[src/hdl/hjlp_pkg.sv]
`timescale 1ns / 1ps
// ----------------------------------------------------------------------------
// hjlp_pkg
// Shared types, constants and helpers of the linear-probe hash join engine.
// ----------------------------------------------------------------------------
package hjlp_pkg;

  localparam int TableDepth = 4096;
  localparam int AddrW      = $clog2(TableDepth);
  localparam int MaxMatches = 63;
  localparam int CntW       = $clog2(MaxMatches + 1);

  localparam logic [31:0] CrcPoly  = 32'h82F6_3B78;
  localparam logic [31:0] CrcSeed  = 32'hFFFF_FFFF;
  localparam logic [31:0] EmptyKey = 32'h8000_0000;

  // request codes
  localparam logic [1:0] REQ_CLEAR  = 2'd0;
  localparam logic [1:0] REQ_INSERT = 2'd1;
  localparam logic [1:0] REQ_PROBE  = 2'd2;
  localparam logic [1:0] REQ_NONE   = 2'd3;

  // result status codes
  localparam logic [2:0] ST_MATCH = 3'd0;
  localparam logic [2:0] ST_DONE  = 3'd1;
  localparam logic [2:0] ST_INSOK = 3'd2;
  localparam logic [2:0] ST_FULL  = 3'd3;
  localparam logic [2:0] ST_CLR   = 3'd4;

  typedef struct packed {
    logic [1:0]       req;
    logic [31:0]      key;
    logic [31:0]      row;
    logic [AddrW-1:0] home;
  } q_item_t;

  typedef struct packed {
    logic        valid;
    logic [31:0] key;
    logic [31:0] row;
  } slot_t;

  typedef enum logic [1:0] {F_IDLE, F_HASH, F_PUSH} front_st_t;
  typedef enum logic [2:0] {B_IDLE, B_CLEAR, B_READ, B_EVAL, B_FIN} back_st_t;

  // eight reflected crc32c bit steps
  function automatic logic [31:0] crc_step8(input logic [31:0] c);
    logic [31:0] v;
    v = c;
    for (int b = 0; b < 8; b++) begin
      v = (v >> 1) ^ (v[0] ? CrcPoly : 32'd0);
    end
    return v;
  endfunction

  // log2 of slots in use, clamped to 1..AddrW
  function automatic logic [4:0] clamp_lg(input logic [3:0] lg);
    logic [4:0] v;
    v = {1'b0, lg};
    if (v < 5'd1) v = 5'd1;
    if (v > 5'(AddrW)) v = 5'(AddrW);
    return v;
  endfunction

endpackage

[src/hdl/hjlp_queue.sv]
`timescale 1ns / 1ps
// ----------------------------------------------------------------------------
// hjlp_queue
// Two-entry queue between the front and the table walker.
// ----------------------------------------------------------------------------
module hjlp_queue (
  input  logic              clk,
  input  logic              rst_n,
  input  logic              push,
  input  hjlp_pkg::q_item_t push_item,
  input  logic              pop,
  output hjlp_pkg::q_item_t pop_item,
  output logic              full,
  output logic              empty
);

  hjlp_pkg::q_item_t ent_r [2];
  logic       wp_r, wp_nxt;
  logic       rp_r, rp_nxt;
  logic [1:0] cnt_r, cnt_nxt;

  assign full     = (cnt_r == 2'd2);
  assign empty    = (cnt_r == 2'd0);
  assign pop_item = ent_r[rp_r];

  always_comb begin
    wp_nxt  = wp_r ^ push;
    rp_nxt  = rp_r ^ pop;
    cnt_nxt = cnt_r + {1'b0, push} - {1'b0, pop};
  end

  always_ff @(posedge clk) begin
    if (!rst_n) begin
      wp_r  <= 1'b0;
      rp_r  <= 1'b0;
      cnt_r <= 2'd0;
    end else begin
      wp_r  <= wp_nxt;
      rp_r  <= rp_nxt;
      cnt_r <= cnt_nxt;
    end
    if (push) ent_r[wp_r] <= push_item;
  end

endmodule

[config.mk]
export PLATFORM = sky130hd
export DESIGN_NAME = hjlp_queue
export DESIGN_NICKNAME = d
export VERILOG_FILES = /design/src/hdl/hjlp_pkg.sv /design/src/hdl/hjlp_queue.sv
export SDC_FILE = /design/constraint.sdc
export NUM_CORES = 1
export LEC_CHECK = 0
export ABC_AREA = 1
export BUFFER_PORTS_ARGS = -buffer_cell sky130_fd_sc_hd__buf_2
export CAP_MARGIN = 10
export CORE_MARGIN = 4
export CORE_UTILIZATION = 56
export DETAILED_ROUTE_END_ITERATION = 10
export GPL_ROUTABILITY_DRIVEN = 0
export PLACE_DENSITY = 0.84
export RECOVER_POWER = 25
export SLEW_MARGIN = 0
export SYNTH_ARGS = -nofsm -noshare
export SYNTH_HDL_FRONTEND = slang
export SYNTH_SLANG_ARGS = --single-unit
[constraint.sdc]
create_clock -name clk -period 6.2 [get_ports clk]
set_input_delay 0.31 -clock clk [delete_from_list [all_inputs] [get_ports clk]]
set_output_delay 0.31 -clock clk [all_outputs]
set_load 0.01 [all_outputs]
==> metrics.md, run 1 <==
| Metric | Value |
|---|---|
| ANT nets after route | 0 |
| Min-delay src | pop |
| I/O Buffers | 161 |
| Global routing's busiest layer | met2 |
| Resize count post-CTS | 0 |
| RSZ-0062 raised after global routing | false |
| Clk buf depth | 2 |
| I/O Pins | 162 |
| Post-Syn Area per Cell | 21.8 µm² |
| CTS H-tree lvls | 4 |
| Initial antenna violation count | 0 |
| Outcome | complete, no violations |
| Total power | 2.56 mW |
| Vias in the first global route | between 3k and 4k |
| Hold Path Depth | 3 |
| Final #Nets | 608 |
| Setup TNS | 0 ns |
| Final Critical Period | 2.58 ns |
| Flop2flop setup slack | 4.47 ns |
| Largest net degree at the start of global routing | between 70 and 80 |
| Max-cap violations | 0 |
| Distinct cells, synth | 13 |
| Fin. max-slew vios | 0 |
| Clk slew on worst S/H paths | 0.05 ns |
| Critical path data required time | 5.89 ns |
| Reg2reg path depth | 2 |
| Met1 usage | 23.8% |
| WL/cell | 18.3 µm |
| CP startpoint kind | register |
| Cell total after placement | 560 |
| Utilization after layout | 79.0% |
| Area leader, netlist | edfxtp_1 |
| TritonCTS clock tree | built |
| Pleak | 3.06 nW |
| Fillers | 567 |
| Overall global routing resource usage | approximately a fifth |
| Antenna cell count | 0 |
| Core area | 0.0103 mm² |
| Crit. End Element | output pin |
| Worst EP arrival | 2.27 ns |
| Worst flop-to-flop path endpoint | ent_r[0][20]$_DFFE_PP_ |
| Synth area leaders | edfxtp_1 79%, mux2_2 11%, mux2_4 5.1%, dfxtp_1 1.7%, ha_1 0.84% |
| Seq/Total Area, Yosys | between 80% and 90% |
| Post-synth top area share | 78.9% |
| Worst-margin pin slew | approximately 1.2 ns |
| Mapped Area | ~0.0059 mm² |
| Relative slew slack | a little over a fifth |
| DIE WIDTH | 111 µm |
| GRT overflow | 0 |
| Clock sink total | 161 |
| Final hold violations | 0 |
| First-pass GRT wire length | ~19000 µm |
| Site Rows | 37 |
| 1st-iter DRT viols | 198 |
| Post-synth EDFFs | around 160 |
| Worst Path Max Fanout | 78 |
| Area grow syn2layout | 37.3% |
| Cell with the most instances after synthesis | edfxtp_1 |
| Met2 usage | 35.3% |
| Post-synthesis cell count | 272 |
| Vias post-DR | 3394 |
| Fin area | just over 0.008 mm² |
| Place WS | approximately 4.2 ns |
| CTS root buf | clkbuf_8 |
| Routed wire length | approximately 12000 µm |
| GR Util met3 | 6.99% |
| Inserted Clock Buffers | 17 |
| PwrDens | 314 mW/mm² |
| Fin cells | approximately 670 |
| VDD IR max | between 200 and 250 µV |
| Router iterations before antenna repair | 4 |
| Worst R2R Start | wp_r$_SDFF_PN0_ |
| Detailed-route DRC error count | 0 |
| Setup Skew | 0.00713 ns |
| Die footprint | 0.0123 mm² |
| Kind of critical path | reg2out |
| Max Fclk | about 0.39 GHz |
| Initial core utilization | 57.5% |
| Hold-fix buffers at CTS | 79 |
| Placed cell areas | between 0.006 and 0.007 mm² |
| Setup slack after layout | 3.62 ns |
| Ys Warns | 0 |
| Top FF cell, synth | edfxtp_1 |
| Post-CTS Setup Bufs | 0 |
| Die Y | about 110 µm |
| Worst hold slack | 0.112 ns |
| Synth Register Bits | around 160 |
| Final worst path period share | 41.5% |
| Hpwl dp | 6750 µm |
| Syn nets | around 360 |
| Share of layout cells above drive strength 1 | 42.1% |
| Vias/cell | 5.06 |
| Clock Latency Late Sink | 0.51 ns |
| Hold crit path type | in2reg |
| Final Setup Violations | 0 |
| Ys async rst share | 0% |
| Synth top cells by count | 156 x edfxtp_1, 58 x mux2_2, 20 x mux2_4, 7 x inv_1, 6 x nor2_1 |
-- layer usage --
layer | share of wire, % | wire [µm]
met1 | 38 | 4710
met2 | 53 | 6550
met3 | 6.5 | 794
met4 | 1.9 | 235
met5 | 0 | 0
-- critical path, cell delays in order (launching register included) --
cell and delay (ns):
dfxtp_4 1.11, mux2_2 0.44, buf_2 0.14
-- area by class of cell --
class | count | area [µm²] | area share, %
Clock buffer | 23 | 437 | 5.35
Clock inverter | 9 | 109 | 1.33
Inverter | 7 | 26.3 | 0.322
Multi-Input combinational cell | 95 | 1080 | 13.3
Sequential cell | 161 | 4790 | 58.7
Tap cell | 136 | 170 | 2.09
Timing Repair Buffer | 240 | 1540 | 18.9
-- worst max path at each step --
stage                     cells past startpoint       startpoint                    end  slack [ns]
after floorplan                               2  wp_r$_SDFF_PN0_  ent_r[0][0]$_DFFE_PP_        3.55
after global placement                        2         register            pop_item[3]        4.15
after detailed placement                      2         register            pop_item[3]        4.17
after CTS                                     2         register           pop_item[10]        3.62
after global routing                          2         register            pop_item[3]        3.51
final                                         2         register            pop_item[3]        3.62
-- power by group --
part / switching, mW / internal [mW] / leakage (nW)
clock network: 0.383 / 0.572 / 0.254
logic: 0.134 / 0.159 / 1.30
registers: 0.0393 / 1.27 / 1.51
-- placed cells by master, fill, tap and decap left out, types with 2 or more instances in the layout --
cell,n
ha_4,2
ha_1,2
bufinv_16,2
dlygate4sd3_1,79
inv_1,7
clkinvlp_4,3
clkbuf_16,16
mux2_2,58
edfxtp_1,156
nand2_1,4
mux2_4,20
buf_2,117
clkbuf_1,48
nor2_1,6
clkbuf_2,2
dfxtp_1,4
-- registers in the layout, summed over array words and instances, names as in the netlist, named ones only --
name   flops
wp_r       1
ent_r    156
cnt_r      2
rp_r       1
-- cells by family (layout without fill, tap and decap cells) --
| kind of cell | after synthesis | count (layout) | synth area share [%] |
|---|---|---|---|
| buffers and inverters | 16 | 279 | 1.62 |
| xor gates and xnor gates | 1 | 1 | 0.147 |
| DFF | 161 | 161 | 80.5 |
| muxes | 78 | 78 | 16.0 |
| adders and majority gates | 4 | 4 | 0.842 |
| AOI/OAI and AO/OA | 1 | 1 | 0.0842 |
| and+or+nand+nor | 11 | 11 | 0.716 |
Power figures use the tool's default switching activity.
==> run 2: changes to the inputs <==
--- a/config.mk
+++ b/config.mk
@@ -9,10 +9,10 @@
 export BUFFER_PORTS_ARGS = -buffer_cell sky130_fd_sc_hd__buf_2
 export CAP_MARGIN = 10
 export CORE_MARGIN = 4
-export CORE_UTILIZATION = 56
+export CORE_UTILIZATION = 52
 export DETAILED_ROUTE_END_ITERATION = 10
 export GPL_ROUTABILITY_DRIVEN = 0
-export PLACE_DENSITY = 0.84
+export PLACE_DENSITY = 0.79
 export RECOVER_POWER = 25
 export SLEW_MARGIN = 0
 export SYNTH_ARGS = -nofsm -noshare
==> constraint.sdc (replaced) <==
create_clock -name clk -period 2.6 [get_ports clk]
set_input_delay 0.13 -clock clk [delete_from_list [all_inputs] [get_ports clk]]
set_output_delay 0.13 -clock clk [all_outputs]
set_load 0.01 [all_outputs]
==> run 2 against run 1 <==
Effect of this change:
- worst hold slack got worse by 0.054 ns
- critical endpoint is now pop_item[4]
- cell area rose by 1.9%
- wire length up 0.23%
- sequential power grew 140%
- global-route usage down 0.84 points
- critical path depth up 1
- register-to-register slack lost 3.5 ns
- clock power rose to 2.7 times the previous value
- sequential share of layout area decreased by 1.1 points
- count of clock-buffer cells in the layout fell by 3
==> metrics.md, run 2 (synthesis gave the netlist of run 1 again) <==
| Metric | Value |
|---|---|
| Outcome | complete, no violations |
| Final hold violations | 0 |
| Die footprint | ~0.013 mm² |
| Largest net degree at the start of global routing | 45 |
| Clk buf depth | 2 |
| TritonCTS clock tree | built |
| VDD IR max | 762 µV |
| Vias post-DR | 3375 |
| Hold crit path type | in2reg |
| Clk network pwr share | 40.0% |
| Clock sink total | between 150 and 200 |
| I/O Pins | 162 |
| RSZ-0062 raised after global routing | false |
| Fin cells | just under 700 |
| Core area | ~0.011 mm² |
| Clk slew on worst S/H paths | around 0.060 ns |
| Setup slack after layout | 0.529 ns |
| DIE WIDTH | between 100 and 150 µm |
| Max Fclk | 0.483 GHz |
| I/O Buffers | 161 |
| Kind of critical path | reg2out |
| Initial antenna violation count | 1 |
| Total power | 6.39 mW |
| Hpwl dp | 6980 µm |
| Placed cell areas | 0.00695 mm² |
| Detailed-route DRC error count | 0 |
| Top Registers | ent_r x156, cnt_r x2 |
| Critical path data required time | between 2 and 2.5 ns |
| Worst EP arrival | 1.94 ns |
| Internal power | 5.03 mW |
| Worst Path Max Fanout | 32 |
| ANT nets after route | 0 |
| Overall global routing resource usage | 19.7% |
| Number of flip-flops in the largest register | 156 |
| Inserted Clock Buffers | 17 |
| Initial core utilization | 53.9% |
| Router iterations before antenna repair | 4 |
| Setup TNS | 0 ns |
| Vias in the first global route | roughly 3.7k |
| CP startpoint kind | register |
| Worst-margin pin slew | 0.536 ns |
| Slowest CP cell | dfxtp_4 |
| Pleak | 3.14 nW |
| Largest Register | ent_r |
| Routed wire length | 12300 µm |
| Final #Nets | 612 |
| Area grow syn2layout | 40.0% |
| Vias/cell | around 5.0 |
| Most common cell after layout, fill and taps aside | edfxtp_1 |
| 1st-iter DRT viols | 206 |
| Site Rows | 38 |
| Final Setup Violations | 0 |
| Final worst path period share | 79.7% |
| Cell total after placement | ~570 |
| Fillers | around 660 |
| Relative slew slack | 64.3% |
| Sw Share | 21.3% |
| Logic pwr share | 11.7% |
| Flop pwr share | 48.3% |
| CTS root buf | clkbuf_16 |
| NetSw | around 1.4 mW |
| Max-cap violations | 0 |
| Critical-path cell list | buf_4 > mux2_2 > buf_2 |
| Place WS | 0.944 ns |
| First-pass GRT wire length | 19300 µm |
| Crit. End Element | output pin |
| Fin. max-slew vios | 0 |
| Most frequent cells in the layout | 156 x edfxtp_1, 125 x buf_2, 79 x dlygate4sd3_1, 58 x mux2_2, 39 x clkbuf_1 |
| GRT overflow | 0 |
| WL/cell | ~18 µm |
| Share of layout cells above drive strength 1 | 44.3% |
| Setup Skew | 0.0116 ns |
| Clock Latency Late Sink | a little over 0.4 ns |
| Fin area | slightly above 0.008 mm² |
| CP max stage delay | 0.64 ns |
| PwrDens | 769 mW/mm² |
| Die Y | 115 µm |
| Final Critical Period | around 2.1 ns |
| CTS H-tree lvls | 4 |
## run 2: layout make-up
cell class                      count  area [µm²]  area share, %
Tap cell                          140         175           2.11
Antenna cell                        1        2.50         0.0301
Timing Repair Buffer              244        1620           19.5
Multi-Input combinational cell     95        1080           13.0
Clock inverter                     12         183           2.20
Inverter                            7        26.3          0.316
Sequential cell                   161        4790           57.6
Clock buffer                       20         437           5.25
## run 2: power by group through the flow
stage	Combinational, mW	Clock, mW	Sequential (mW)
2_1_floorplan	0.396	0	3.11
3_3_place_gp	0.639	0	3.13
3_5_place_dp	0.652	0	3.14
4_1_cts	0.749	2.59	3.09
5_1_grt	0.809	2.75	3.10
6_report	0.748	2.56	3.09
## run 2: layer usage
layer | up-vias | track usage, % | routed length (µm)
met4 | 0 | 6.34 | 149
met3 | 19 | 7.21 | 947
li1 | 1579 | - | -
met1 | 1630 | 21.6 | 4500
met2 | 147 | 35.3 | 6720
met5 | - | 0 | 0
## run 2: metrics by stage
stage | util [%] | hold WS, ns
floorplan | - | 0.223
global placement | 63.0 | 0.317
detailed placement | 63.0 | 0.321
CTS | 75.8 | 0.0318
global route | 75.4 | 0.0553
finish | 75.4 | 0.0582
## run 2: repair_timing
item | CTS | global route
setup endpoints to repair | 0 | 0
resized for setup | 0 | 0
hold endpoints to repair | 159 | 0
hold buffers | 79 | 0
buffers inserted | 0 | 0
## run 2: worst paths after layout
kind | cells past startpoint | from | slack (ns) | end
max reg2reg | 3 | wp_r$_SDFF_PN0_ | 1.00 | ent_r[0][68]$_DFFE_PP_
max | 3 | register | 0.53 | pop_item[4]
min | 3 | pop | 0.06 | register
min reg2reg | 2 | rp_r$_SDFF_PN0_ | 0.56 | register
## run 2: critical path, delay by kind of cell (launching register included)
kind	cells	cell delay (ns)
DFF	1	0.64
muxes	1	0.37
buffers and inverters	2	0.52
