===== config.mk =====
export PLATFORM = sky130hd
export DESIGN_NAME = hjlp_front
export DESIGN_NICKNAME = d
export VERILOG_FILES = /design/src/hdl/hjlp_pkg.sv /design/src/hdl/hjlp_front.sv
export SDC_FILE = /design/constraint.sdc
export NUM_CORES = 1
export LEC_CHECK = 0
export BUFFER_PORTS_ARGS = -buffer_cell sky130_fd_sc_hd__buf_4
export CAP_MARGIN = 25
export CORE_UTILIZATION = 40
export CTS_BUF_LIST = sky130_fd_sc_hd__clkbuf_4 sky130_fd_sc_hd__clkbuf_8
export CTS_CLUSTER_SIZE = 8
export DETAILED_ROUTE_END_ITERATION = 12
export GPL_TIMING_DRIVEN = 1
export PLACE_DENSITY = 0.66
export SYNTH_ARGS = -nofsm -noshare
export SYNTH_HDL_FRONTEND = slang
export SYNTH_SLANG_ARGS = --single-unit
export TNS_END_PERCENT = 100

===== constraint.sdc =====
create_clock -name clk -period 11.9 [get_ports clk]
set_clock_uncertainty 0.1 [all_clocks]
set_input_delay 0.595 -clock clk [delete_from_list [all_inputs] [get_ports clk]]
set_output_delay 0.595 -clock clk [all_outputs]
set_load 0.05 [all_outputs]

===== src/hdl/hjlp_pkg.sv =====
`timescale 1ns / 1ps
// ----------------------------------------------------------------------------
// hjlp_pkg
// Shared types, constants and helpers of the linear-probe hash join engine.
// ----------------------------------------------------------------------------
package hjlp_pkg;

  localparam int TableDepth = 4096;
  localparam int AddrW      = $clog2(TableDepth);
  localparam int MaxMatches = 63;
  localparam int CntW       = $clog2(MaxMatches + 1);

  localparam logic [31:0] CrcPoly  = 32'h82F6_3B78;
  localparam logic [31:0] CrcSeed  = 32'hFFFF_FFFF;
  localparam logic [31:0] EmptyKey = 32'h8000_0000;

  // request codes
  localparam logic [1:0] REQ_CLEAR  = 2'd0;
  localparam logic [1:0] REQ_INSERT = 2'd1;
  localparam logic [1:0] REQ_PROBE  = 2'd2;
  localparam logic [1:0] REQ_NONE   = 2'd3;

  // result status codes
  localparam logic [2:0] ST_MATCH = 3'd0;
  localparam logic [2:0] ST_DONE  = 3'd1;
  localparam logic [2:0] ST_INSOK = 3'd2;
  localparam logic [2:0] ST_FULL  = 3'd3;
  localparam logic [2:0] ST_CLR   = 3'd4;

  typedef struct packed {
    logic [1:0]       req;
    logic [31:0]      key;
    logic [31:0]      row;
    logic [AddrW-1:0] home;
  } q_item_t;

  typedef struct packed {
    logic        valid;
    logic [31:0] key;
    logic [31:0] row;
  } slot_t;

  typedef enum logic [1:0] {F_IDLE, F_HASH, F_PUSH} front_st_t;
  typedef enum logic [2:0] {B_IDLE, B_CLEAR, B_READ, B_EVAL, B_FIN} back_st_t;

  // eight reflected crc32c bit steps
  function automatic logic [31:0] crc_step8(input logic [31:0] c);
    logic [31:0] v;
    v = c;
    for (int b = 0; b < 8; b++) begin
      v = (v >> 1) ^ (v[0] ? CrcPoly : 32'd0);
    end
    return v;
  endfunction

  // log2 of slots in use, clamped to 1..AddrW
  function automatic logic [4:0] clamp_lg(input logic [3:0] lg);
    logic [4:0] v;
    v = {1'b0, lg};
    if (v < 5'd1) v = 5'd1;
    if (v > 5'(AddrW)) v = 5'(AddrW);
    return v;
  endfunction

endpackage


===== src/hdl/hjlp_front.sv =====
`timescale 1ns / 1ps
// ----------------------------------------------------------------------------
// hjlp_front
// Takes request beats, hashes keys one crc byte per cycle, queues all but NONE.
// ----------------------------------------------------------------------------
module hjlp_front (
  input  logic                clk,
  input  logic                rst_n,
  input  logic                in_valid,
  output logic                in_stall,
  input  logic [1:0]          in_req_type,
  input  logic signed [31:0]  in_join_key,
  input  logic [31:0]         in_row_index,
  input  logic                hold,
  output logic                push,
  output hjlp_pkg::q_item_t   push_item,
  input  logic                q_full
);

  hjlp_pkg::front_st_t st_r, st_nxt;
  logic [1:0]  req_r, req_nxt;
  logic [31:0] key_r, key_nxt;
  logic [31:0] row_r, row_nxt;
  logic [31:0] crc_r, crc_nxt;
  logic [1:0]  step_r, step_nxt;
  logic        acc;

  assign acc = in_valid && !in_stall;

  always_comb begin
    st_nxt = st_r;
    case (st_r)
      hjlp_pkg::F_IDLE: if (acc && in_req_type != hjlp_pkg::REQ_NONE) st_nxt = hjlp_pkg::F_HASH;
      hjlp_pkg::F_HASH: if (step_r == 2'd3) st_nxt = hjlp_pkg::F_PUSH;
      hjlp_pkg::F_PUSH: if (!q_full) st_nxt = hjlp_pkg::F_IDLE;
      default:          st_nxt = hjlp_pkg::F_IDLE;
    endcase
  end

  always_comb begin
    in_stall = (st_r != hjlp_pkg::F_IDLE) || hold;
    push     = (st_r == hjlp_pkg::F_PUSH) && !q_full;
    req_nxt  = req_r;
    key_nxt  = key_r;
    row_nxt  = row_r;
    crc_nxt  = crc_r;
    step_nxt = step_r;
    case (st_r)
      hjlp_pkg::F_IDLE: begin
        req_nxt  = in_req_type;
        key_nxt  = $unsigned(in_join_key);
        row_nxt  = in_row_index;
        crc_nxt  = hjlp_pkg::CrcSeed ^ $unsigned(in_join_key);
        step_nxt = 2'd0;
      end
      hjlp_pkg::F_HASH: begin
        crc_nxt  = hjlp_pkg::crc_step8(crc_r);
        step_nxt = step_r + 2'd1;
      end
      default: ;
    endcase
    push_item.req  = req_r;
    push_item.key  = key_r;
    push_item.row  = row_r;
    push_item.home = crc_r[hjlp_pkg::AddrW-1:0];
  end

  always_ff @(posedge clk) begin
    if (!rst_n) begin
      st_r <= hjlp_pkg::F_IDLE;
    end else begin
      st_r <= st_nxt;
    end
    req_r  <= req_nxt;
    key_r  <= key_nxt;
    row_r  <= row_nxt;
    crc_r  <= crc_nxt;
    step_r <= step_nxt;
  end

endmodule


==> results.py, run 1 <==
metrics = {
    "routing": {
        "wire_per_inst_microns": 15.7,
        "first_iter_violations": 78,
        "via_per_inst": 4.58,
        "vias": 2471,
        "firstDrtPassIters": 4,
        "wl_mm": 8.50,
        "antenna_left": 0,
        "drc": 0,
    },
    "yosys": {
        "synth.distinct_cells": 30,
        "syn-num-nets": 333,
        "synth.most_common_cell": "edfxtp_1",
        "synth_edf_count": 100,
        "ys_seq_elements": 102,
        "yosysTopAreaCell": "edfxtp_1",
        "synth_top_area_share_pct": 69.1,
        "syn_inst": 261,
        "ys_async_sr_fraction_pct": 0,
        "synthTopCellsByArea": "edfxtp_1, xnor2_1, mux2i_1",
        "synthFlopType": "edfxtp_1",
        "ys_warn_count": 0,
        "seq_area_frac_synth_pct": 70.0,
        "ys_top_cells_by_count": "edfxtp_1, xnor2_1, buf_4, mux2i_1",
        "avgSynthCellArea_sq_um": 16.6,
        "syn_area_sq_mm": 0.00434,
    },
    "worst_setup_path": {
        "path_max_fanout": 37,
        "crit_type": "reg2out",
        "startpoint_type": "flop",
        "path_common_cell": "buf_4",
        "worstRegToRegCells": 2,
        "crit_required_ns": 11.21,
        "cp_cell_sequence": "inv_1, buf_4, nor3_1, buf_4",
        "slowest_delay_ns": 0.44,
        "critical-path-slowest-cell": "dfxtp_1",
        "crit_arrival_ns": 1.63,
        "endpoint_kind": "primary output",
    },
    "finish": {
        "n_antenna_cell": 0,
        "final_cells": 540,
        "regArea_sq_mm": 0.00304,
        "nets": 471,
        "fill_cells": 881,
        "drive_gt1_share_pct": 43.1,
        "area_growth_pct": 30.5,
        "multi_input_area_sq_mm": 0.00112,
    },
    "sta": {
        "rsz0062_at_grt": "false",
        "period_share_pct": 19.5,
        "period_needed_ns": 2.32,
        "fmax_mhz": 430,
        "worstMarginPinSlew_ns": 0.788,
        "tns_ns": 0,
        "slew-limit-headroom_pct": 47.4,
        "maxSlewViolCount": 0,
        "setup_violations": 0,
        "hold_violations": 0,
    },
    "clock_network": {
        "cts_tree": "yes",
        "clk_pin_slew_ns": 0.09,
        "clk_latency_ns": 0.36,
        "cts_htree_levels": 3,
        "postCtsResizedCells": 0,
        "cts_root_buf": "clkbuf_8",
        "cts_setup_buffers": 0,
        "cts_buffers": 9,
        "cts_hold_buf": 0,
        "clock-sinks": 102,
        "cts_buffer_depth": 2,
    },
    "placed_design": {
        "placed_cells": 523,
        "dp.final_hpwl_mm": 6.07,
        "io_buffers": 150,
        "gp_congestion": 0.730,
    },
    "run_status": {
        "status": "finished clean",
    },
    "power_and_ir_drop": {
        "p_leak_nw": 2.39,
        "ir_drop_uv": 107,
        "p_per_area_mw_per_mm2": 254,
    },
    "floorplanning": {
        "start_util_pct": 41.7,
        "dieArea_sq_mm": 0.0113,
        "core_sq_mm": 0.0104,
        "die_height_microns": 106,
        "dieWidth_microns": 106,
        "ioPinCount": 151,
        "rows": 37,
    },
    "grt": {
        "grt-ovfl-total": 0,
        "antenna_found_initial": 0,
        "first_global_vias": 2511,
        "grt_use_total_pct": 15.7,
        "grt_pass1_wl_mm": 13.1,
        "grt_max_degree": 51,
    },
    "flow_run": {
        "maxCapViolCount": 0,
    },
    "worst_hold_path": {
        "hold_path_depth": 1,
        "hold_class": "in2reg",
    },
}
[sequential cells by signal, indices dropped and copies added (netlist names)]
register and cells:
crc_r 32, key_r 32, row_r 32, req_r 2, st_r 2, step_r 2
[stage by stage]
stage | hold slack, ns | setup WS (ns) | instance area [sq um] | power (mW) | util, %
floorplan | 0.359 | 8.09 | 4340 | 1.15 | -
global placement | 0.425 | 9.51 | 5480 | 1.26 | 52.6
detailed placement | 0.449 | 9.42 | 5480 | 1.27 | 52.6
CTS | 0.283 | 9.41 | 5650 | 1.46 | 54.2
global route | 0.273 | 9.43 | 5670 | 1.53 | 54.4
finish | 0.306 | 9.58 | 5670 | 1.44 | 54.4
[cells by family after synthesis]
group / Yosys count / synth area share, %
fa+ha+maj: 1 / 0.288
flops: 102 / 70.0
simple gates: 25 / 2.54
mux: 17 / 3.92
buf+inv: 28 / 4.38
xor+xnor: 70 / 16.5
compound gates: 18 / 2.30
[final timing paths]
kind                                        from   endpoint  slack (ns)
worst min register to register           st_r[1]    st_r[0]        0.47
worst max register to register           st_r[0]   key_r[8]        9.77
worst min-delay path            in_row_index[31]  row_r[31]        0.31
worst max-delay path                     st_r[1]       push        9.58
[metal layers]
| layer | GRT usage [%] | routed length, microns | part of all wire (%) |
|---|---|---|---|
| met1 | 19.5 | 3490 | 41 |
| met2 | 26.2 | 4340 | 51 |
| met3 | 4.35 | 528 | 6.2 |
| met4 | 5.75 | 136 | 1.6 |
| met5 | 0 | 0 | 0 |
[where the power goes]
group | internal [mW] | total, mW | switching (mW) | leakage (nW)
combinational | 0.339 | 0.721 | 0.381 | 1.24
sequential | 0.467 | 0.532 | 0.0653 | 1.06
clock | 0.0742 | 0.188 | 0.114 | 0.0801
total | 0.880 | 1.44 | 0.560 | 2.39
[critical path, delay by kind of cell (launching register included)]
family | cells | cell delay, ns
simple gates | 1 | 0.25
flops | 1 | 0.44
buf+inv | 3 | 0.57
[final cells by class]
type / count / area share [%]
flip-flops and latches: 102 / 53.7
repair buffers: 153 / 20.5
multi-input cells: 131 / 19.8
well taps: 136 / 3.00
clock buffers: 9 / 2.19
clock inverters: 7 / 0.728
inverters: 2 / 0.132
[placed cells by master, fill, tap and decap left out, types with 2 or more instances in the layout]
cell / count
buf_4: 152
clkbuf_8: 9
xnor3_2: 2
clkinv_1: 2
nor2_1: 15
clkinv_2: 2
a21oi_1: 14
nor3_1: 2
inv_1: 2
xnor3_1: 3
xor2_1: 16
edfxtp_1: 100
xnor2_1: 46
clkinvlp_4: 2
dfxtp_1: 2
mux2i_1: 17
Note: power is estimated with default switching activity, not from simulation.
==> inputs of run 2 (changes only) <==
--- a/config.mk
+++ b/config.mk
@@ -5,6 +5,7 @@
 export SDC_FILE = /design/constraint.sdc
 export NUM_CORES = 1
 export LEC_CHECK = 0
+export ABC_AREA = 1
 export BUFFER_PORTS_ARGS = -buffer_cell sky130_fd_sc_hd__buf_4
 export CAP_MARGIN = 25
 export CORE_UTILIZATION = 40
@@ -12,7 +13,7 @@
 export CTS_CLUSTER_SIZE = 8
 export DETAILED_ROUTE_END_ITERATION = 12
 export GPL_TIMING_DRIVEN = 1
-export PLACE_DENSITY = 0.66
+export PLACE_DENSITY = 0.67
 export SYNTH_ARGS = -nofsm -noshare
 export SYNTH_HDL_FRONTEND = slang
 export SYNTH_SLANG_ARGS = --single-unit
==> constraint.sdc (replaced) <==
create_clock -name clk -period 2.09 [get_ports clk]
set_clock_uncertainty 0.1 [all_clocks]
set_input_delay 0.1045 -clock clk [delete_from_list [all_inputs] [get_ports clk]]
set_output_delay 0.1045 -clock clk [all_outputs]
set_load 0.05 [all_outputs]
==> run 2 against run 1 <==
Net effect: non-clock buffer count rose by 89; critical path depth rose by 7; setup slack got worse by 9.5 ns; first-iteration DRC count rose to 3.1 times the previous value; routed wire length rose by 60%; clock-buffer cell count rose by 1; clock power rose to 6.6 times the previous value; total power rose to 4.5 times the previous value; global-route usage rose by 6.0 points; sequential share of layout area fell by 12 points; synthesized cell count rose by 88%; highest routed layer unchanged.
==> results.py, run 2 <==
metrics = {
    "run_status": {
        "status": "finished clean",
    },
    "floorplanning": {
        "rows": 40,
        "ioPinCount": 151,
        "dieArea_sq_mm": 0.0129,
        "start_util_pct": 41.3,
        "dieWidth_microns": 114,
        "die_height_microns": 114,
        "core_sq_mm": 0.0121,
    },
    "grt": {
        "grt-ovfl-total": 0,
        "grt_pass1_wl_mm": 20.8,
        "antenna_found_initial": 0,
        "grt_max_degree": 69,
        "grt_use_total_pct": 21.7,
        "first_global_vias": 4189,
    },
    "finish": {
        "nets": 792,
        "area_growth_pct": 47.2,
        "n_antenna_cell": 0,
        "layout_common_cells": "buf_4, nand2_1, edfxtp_1",
        "final_common_cell": "buf_4",
        "reg_top3": "crc_r (32), key_r (32), row_r (32)",
        "drive_gt1_share_pct": 32.6,
        "fin_area_sq_mm": 0.00736,
    },
    "power_and_ir_drop": {
        "p_sw_share_pct": 38.5,
        "ir_drop_uv": 456,
        "p_per_area_mw_per_mm2": 882,
        "power.share.sequential_pct": 40.0,
        "intPower_mw": 3.99,
        "combPwrFrac_pct": 40.7,
        "fin_total_pwr_mw": 6.49,
        "p_sw_mw": 2.50,
        "p_clk_share_pct": 19.3,
        "p_leak_nw": 3.36,
    },
    "routing": {
        "wl_mm": 13.6,
        "via_per_inst": 4.72,
        "first_iter_violations": 239,
        "firstDrtPassIters": 5,
        "drc": 0,
        "vias": 4212,
        "wire_per_inst_microns": 15.2,
        "antenna_left": 0,
    },
    "clock_network": {
        "cts_root_buf": "clkbuf_8",
        "cts_htree_levels": 3,
        "clk_pin_slew_ns": 0.10,
        "cts_tree": "yes",
        "clk_latency_ns": 0.38,
        "cts_buffers": 9,
        "clock-sinks": 102,
        "cts_buffer_depth": 2,
    },
    "yosys": {
        "synth.most_common_cell": "nand2_1",
        "syn-num-nets": 563,
        "yosysTopAreaCell": "edfxtp_1",
        "synth.distinct_cells": 27,
        "ys_top_cells_by_count": "nand2_1, edfxtp_1, nand3_1, inv_1, xnor2_1",
        "synth_edf_count": 100,
        "synthFlopType": "edfxtp_1",
        "synthTopCellsByArea": "edfxtp_1, nand2_1, nand3_1",
        "syn_area_sq_mm": 0.00500,
        "ys_seq_elements": 102,
        "avgSynthCellArea_sq_um": 10.2,
        "syn_inst": 491,
        "synth_top_area_share_pct": 60.1,
        "seq_area_frac_synth_pct": 60.9,
        "ys_warn_count": 0,
        "ys_async_sr_fraction_pct": 0,
    },
    "placed_design": {
        "dpl_cell_area_sq_mm": 0.00636,
        "io_buffers": 150,
        "dp.final_hpwl_mm": 9.63,
        "gp_congestion": 0.884,
    },
    "sta": {
        "setup_violations": 0,
        "fmax_mhz": 508,
        "rsz0062_at_grt": "true",
        "slew-limit-headroom_pct": 75.5,
        "maxSlewViolCount": 0,
        "period_share_pct": 94.1,
        "hold_violations": 0,
        "period_needed_ns": 1.97,
        "tns_ns": 0,
        "worstMarginPinSlew_ns": 0.368,
    },
    "worst_setup_path": {
        "rr_startpoint": "crc_r[0]",
        "crit_type": "reg2reg",
        "startpoint_type": "flop",
        "setup.worst_path.start": "crc_r[0]",
        "path_max_fanout": 7,
        "crit_required_ns": 2.14,
        "worstRegToRegCells": 11,
        "crit_arrival_ns": 2.02,
        "endpoint_kind": "flop",
    },
    "worst_hold_path": {
        "hold_class": "in2reg",
        "min_from": "in_row_index[28]",
        "hold_path_depth": 2,
    },
    "flow_run": {
        "maxCapViolCount": 0,
    },
}
## run 2: cell types whose count changed in the layout (fill, tap and decap cells not counted), sizes merged, moves of 5 or more
cell / change
nand3: +45
a21oi: -9
nand2: +183
buf: +19
dlygate4sd3: +70
o21ai: +12
mux2i: -17
inv: +35
or2: +16
xnor3: -5
xnor2: -27
## run 2: worst max-delay path, stage by stage (launching register included)
cell and delay, ns:
edfxtp_1 0.46, buf_4 0.20, nand2_2 0.10, nand3_1 0.12, nand2_2 0.13, nand2_2 0.10
nand2_2 0.15, nand2_1 0.11, inv_1 0.09, nand2_1 0.06, nand2_1 0.08, inv_1 0.04
## run 2: power groups by stage
stage / sequential, mW / clock (mW) / combinational [mW]
after detailed placement: 2.64 / 0 / 2.44
final: 2.59 / 1.25 / 2.64
after global routing: 2.61 / 1.37 / 2.87
after floorplan: 2.98 / 0 / 1.37
after global placement: 2.63 / 0 / 2.44
after CTS: 2.59 / 1.29 / 2.55
## run 2: kinds of logic (layout without fill, tap and decap cells)
logic type	count (synthesis)	count (layout)	synth area share, %
and+or+nand+nor	268	268	23.6
DFF	102	102	60.9
buffers and inverters	60	293	6.13
xor gates and xnor gates	38	38	6.66
AOI/OAI and AO/OA	22	22	2.50
adders and majority gates	1	1	0.250
## run 2: final cells by class
type	count	area, sq um
Multi-Input combinational cell	329	1750
Clock buffer	10	131
Fill cell	1060	4750
Timing Repair Buffer	242	2030
Clock inverter	5	58.8
Sequential cell	102	3040
Inverter	36	138
Tap cell	168	210
## run 2: layer usage
metal | routed length (microns) | share of wire, % | track usage, %
met5 | 0 | 0 | 0
met2 | 7070 | 52 | 39.2
met4 | 211 | 1.6 | 7.88
met1 | 5750 | 42 | 26.3
met3 | 548 | 4.0 | 3.13
## run 2: final timing paths
check / end / slack [ns]
worst max-delay path: crc_r[12] / 0.12
worst min-delay path: row_r[28] / 0.33
worst max register to register: crc_r[12] / 0.12
worst min register to register: step_r[0] / 0.48
## run 2: per-stage QoR
step	utilization (%)	std cells	setup slack, ns	hold slack (ns)
floorplan	-	491	-0.133	0.103
global placement	52.5	804	0.0603	0.183
detailed placement	52.5	804	0.0401	0.184
CTS	59.9	889	0.00678	0.321
global route	60.7	892	-0.0199	0.318
finish	60.7	892	0.123	0.330
## run 2: repair_timing
item,in CTS,in global routing
buffers inserted,0,3
resized for setup,0,22
hold buffers,70,0
hold endpoints to repair,93,0
setup endpoints to repair,0,17
==> inputs of run 3 (changes only) <==
--- a/config.mk
+++ b/config.mk
@@ -5,7 +5,6 @@
 export SDC_FILE = /design/constraint.sdc
 export NUM_CORES = 1
 export LEC_CHECK = 0
-export ABC_AREA = 1
 export BUFFER_PORTS_ARGS = -buffer_cell sky130_fd_sc_hd__buf_4
 export CAP_MARGIN = 25
 export CORE_UTILIZATION = 40
@@ -13,7 +12,7 @@
 export CTS_CLUSTER_SIZE = 8
 export DETAILED_ROUTE_END_ITERATION = 12
 export GPL_TIMING_DRIVEN = 1
-export PLACE_DENSITY = 0.67
+export PLACE_DENSITY = 0.69
 export SYNTH_ARGS = -nofsm -noshare
 export SYNTH_HDL_FRONTEND = slang
 export SYNTH_SLANG_ARGS = --single-unit
==> run 3 against run 2 <==
Net effect: critical path depth fell by 7; largest power group unchanged; worst hold slack got worse by 0.28 ns; sequential power rose by 14%; routed wire length fell by 28%; fmax rose by 1.3%; sequential share of layout area rose by 5.4 points; die area fell by 13%; cell count fell by 30%; via count fell by 33%; largest cell class unchanged; utilization rose by 1.7 points; clock-buffer cell count rose by 1; register-to-register slack improved by 0.03 ns.
==> results.py, run 3 (same netlist as run 1, synthesis figures left out) <==
metrics = {
    "run_status": {
        "status": "finished clean",
    },
    "worst_setup_path": {
        "setup.worst_path.start": "crc_r[4]",
        "crit_arrival_ns": 1.94,
        "slowest_delay_ns": 0.59,
        "critical-path-slowest-cell": "edfxtp_1",
        "crit_end": "crc_r[17]",
        "path_common_cell": "xnor2_1",
        "crit_required_ns": 2.09,
        "r2r_slack_ns": 0.15,
        "timing.rr.end": "crc_r[17]",
        "crit_type": "reg2reg",
        "startpoint_type": "flop",
        "worstRegToRegCells": 4,
        "path_max_fanout": 7,
        "endpoint_kind": "flop",
        "cp_cell_sequence": "xnor2_1, xor2_2, xnor2_1, mux2i_1",
        "rr_startpoint": "crc_r[4]",
    },
    "sta": {
        "setup_violations": 0,
        "slew-limit-headroom_pct": 61.8,
        "period_share_pct": 92.9,
        "hold_violations": 0,
        "rsz0062_at_grt": "false",
        "maxSlewViolCount": 0,
        "period_needed_ns": 1.94,
        "fmax_mhz": 515,
        "worstMarginPinSlew_ns": 0.571,
        "tns_ns": 0,
    },
    "finish": {
        "area_growth_pct": 49.8,
        "fin_util_pct": 62.5,
        "n_antenna_cell": 0,
        "nets": 554,
        "fin_area_sq_mm": 0.00651,
        "multi_input_area_sq_mm": 0.00113,
        "final_cells": 623,
        "final_common_cell": "buf_4",
        "reg_top3": "crc_r (32), key_r (32), row_r (32)",
        "fill_cells": 809,
        "layout_common_cells": "buf_4, edfxtp_1, dlygate4sd3_1",
        "regArea_sq_mm": 0.00304,
        "drive_gt1_share_pct": 39.0,
    },
    "power_and_ir_drop": {
        "p_sw_share_pct": 38.0,
        "p_clk_share_pct": 13.9,
        "ir_drop_uv": 622,
        "combPwrFrac_pct": 52.3,
        "intPower_mw": 5.41,
        "p_per_area_mw_per_mm2": 1340,
        "p_leak_nw": 2.76,
        "fin_total_pwr_mw": 8.72,
        "power.share.sequential_pct": 33.8,
        "p_sw_mw": 3.32,
    },
    "placed_design": {
        "dpl_cell_area_sq_mm": 0.00563,
        "gp_congestion": 0.774,
        "io_buffers": 150,
        "dp.final_hpwl_mm": 6.70,
        "placed_cells": 538,
    },
    "routing": {
        "wire_per_inst_microns": 15.7,
        "wl_mm": 9.77,
        "firstDrtPassIters": 4,
        "first_iter_violations": 131,
        "antenna_left": 0,
        "drc": 0,
        "via_per_inst": 4.55,
        "vias": 2837,
    },
    "grt": {
        "grt-ovfl-total": 0,
        "first_global_vias": 2984,
        "grt_pass1_wl_mm": 15.3,
        "antenna_found_initial": 0,
        "grt_use_total_pct": 18.4,
        "grt_max_degree": 37,
    },
    "clock_network": {
        "postCtsResizedCells": 0,
        "cts_htree_levels": 3,
        "cts_buffers": 9,
        "cts_hold_buf": 69,
        "cts_tree": "yes",
        "cts_buffer_depth": 2,
        "cts_root_buf": "clkbuf_8",
        "clock-sinks": 102,
        "clk_latency_ns": 0.36,
        "clk_pin_slew_ns": 0.09,
        "cts_setup_buffers": 0,
    },
    "floorplanning": {
        "start_util_pct": 41.7,
        "dieWidth_microns": 106,
        "die_height_microns": 106,
        "core_sq_mm": 0.0104,
        "ioPinCount": 151,
        "rows": 37,
        "dieArea_sq_mm": 0.0113,
    },
    "flow_run": {
        "maxCapViolCount": 0,
    },
    "worst_hold_path": {
        "hold_class": "in2reg",
    },
}
-- run 3: area by class of cell --
class | instances | share of cell area, %
Sequential cell | 102 | 46.8
Tap cell | 136 | 2.61
Clock inverter | 5 | 0.769
Inverter | 2 | 0.173
Clock buffer | 11 | 2.13
Multi-Input combinational cell | 131 | 17.3
Timing Repair Buffer | 236 | 30.3
-- run 3: metal layers --
metal | track usage [%] | routed length (microns)
met4 | 6.05 | 147
met2 | 31.5 | 5060
met3 | 3.92 | 520
met5 | 0 | 0
met1 | 23.2 | 4040
-- run 3: stage by stage --
stage          hold slack, ns  worst slack, ns
3_5_place_dp            0.184            0.141
5_1_grt                0.0604           0.0181
6_report               0.0534            0.149
4_1_cts                0.0274            0.109
3_3_place_gp            0.183            0.175
2_1_floorplan           0.103           0.0405
-- run 3: worst min-delay path by stage --
stage	depth (start not counted)	startpoint	endpoint
final	4	q_full	st_r[1]
after global routing	4	q_full	st_r[1]
after CTS	4	q_full	st_r[1]
after detailed placement	1	in_row_index[7]	row_r[7]
after global placement	1	in_row_index[28]	row_r[28]
after floorplan	0	in_join_key[0]	key_r[0]
-- run 3: critical path: cells and delay by family, from the launching register on --
family    cells  cell delay (ns)
flops         1             0.59
xor+xnor      3             0.90
mux           1             0.08
-- run 3: power groups by stage --
stage / registers (mW) / logic (mW) / clock network, mW
after floorplan: 3.18 / 3.38 / 0
after global placement: 2.97 / 4.42 / 0
after detailed placement: 3.00 / 4.47 / 0
after CTS: 2.95 / 4.61 / 1.24
after global routing: 2.99 / 4.91 / 1.33
final: 2.95 / 4.57 / 1.21
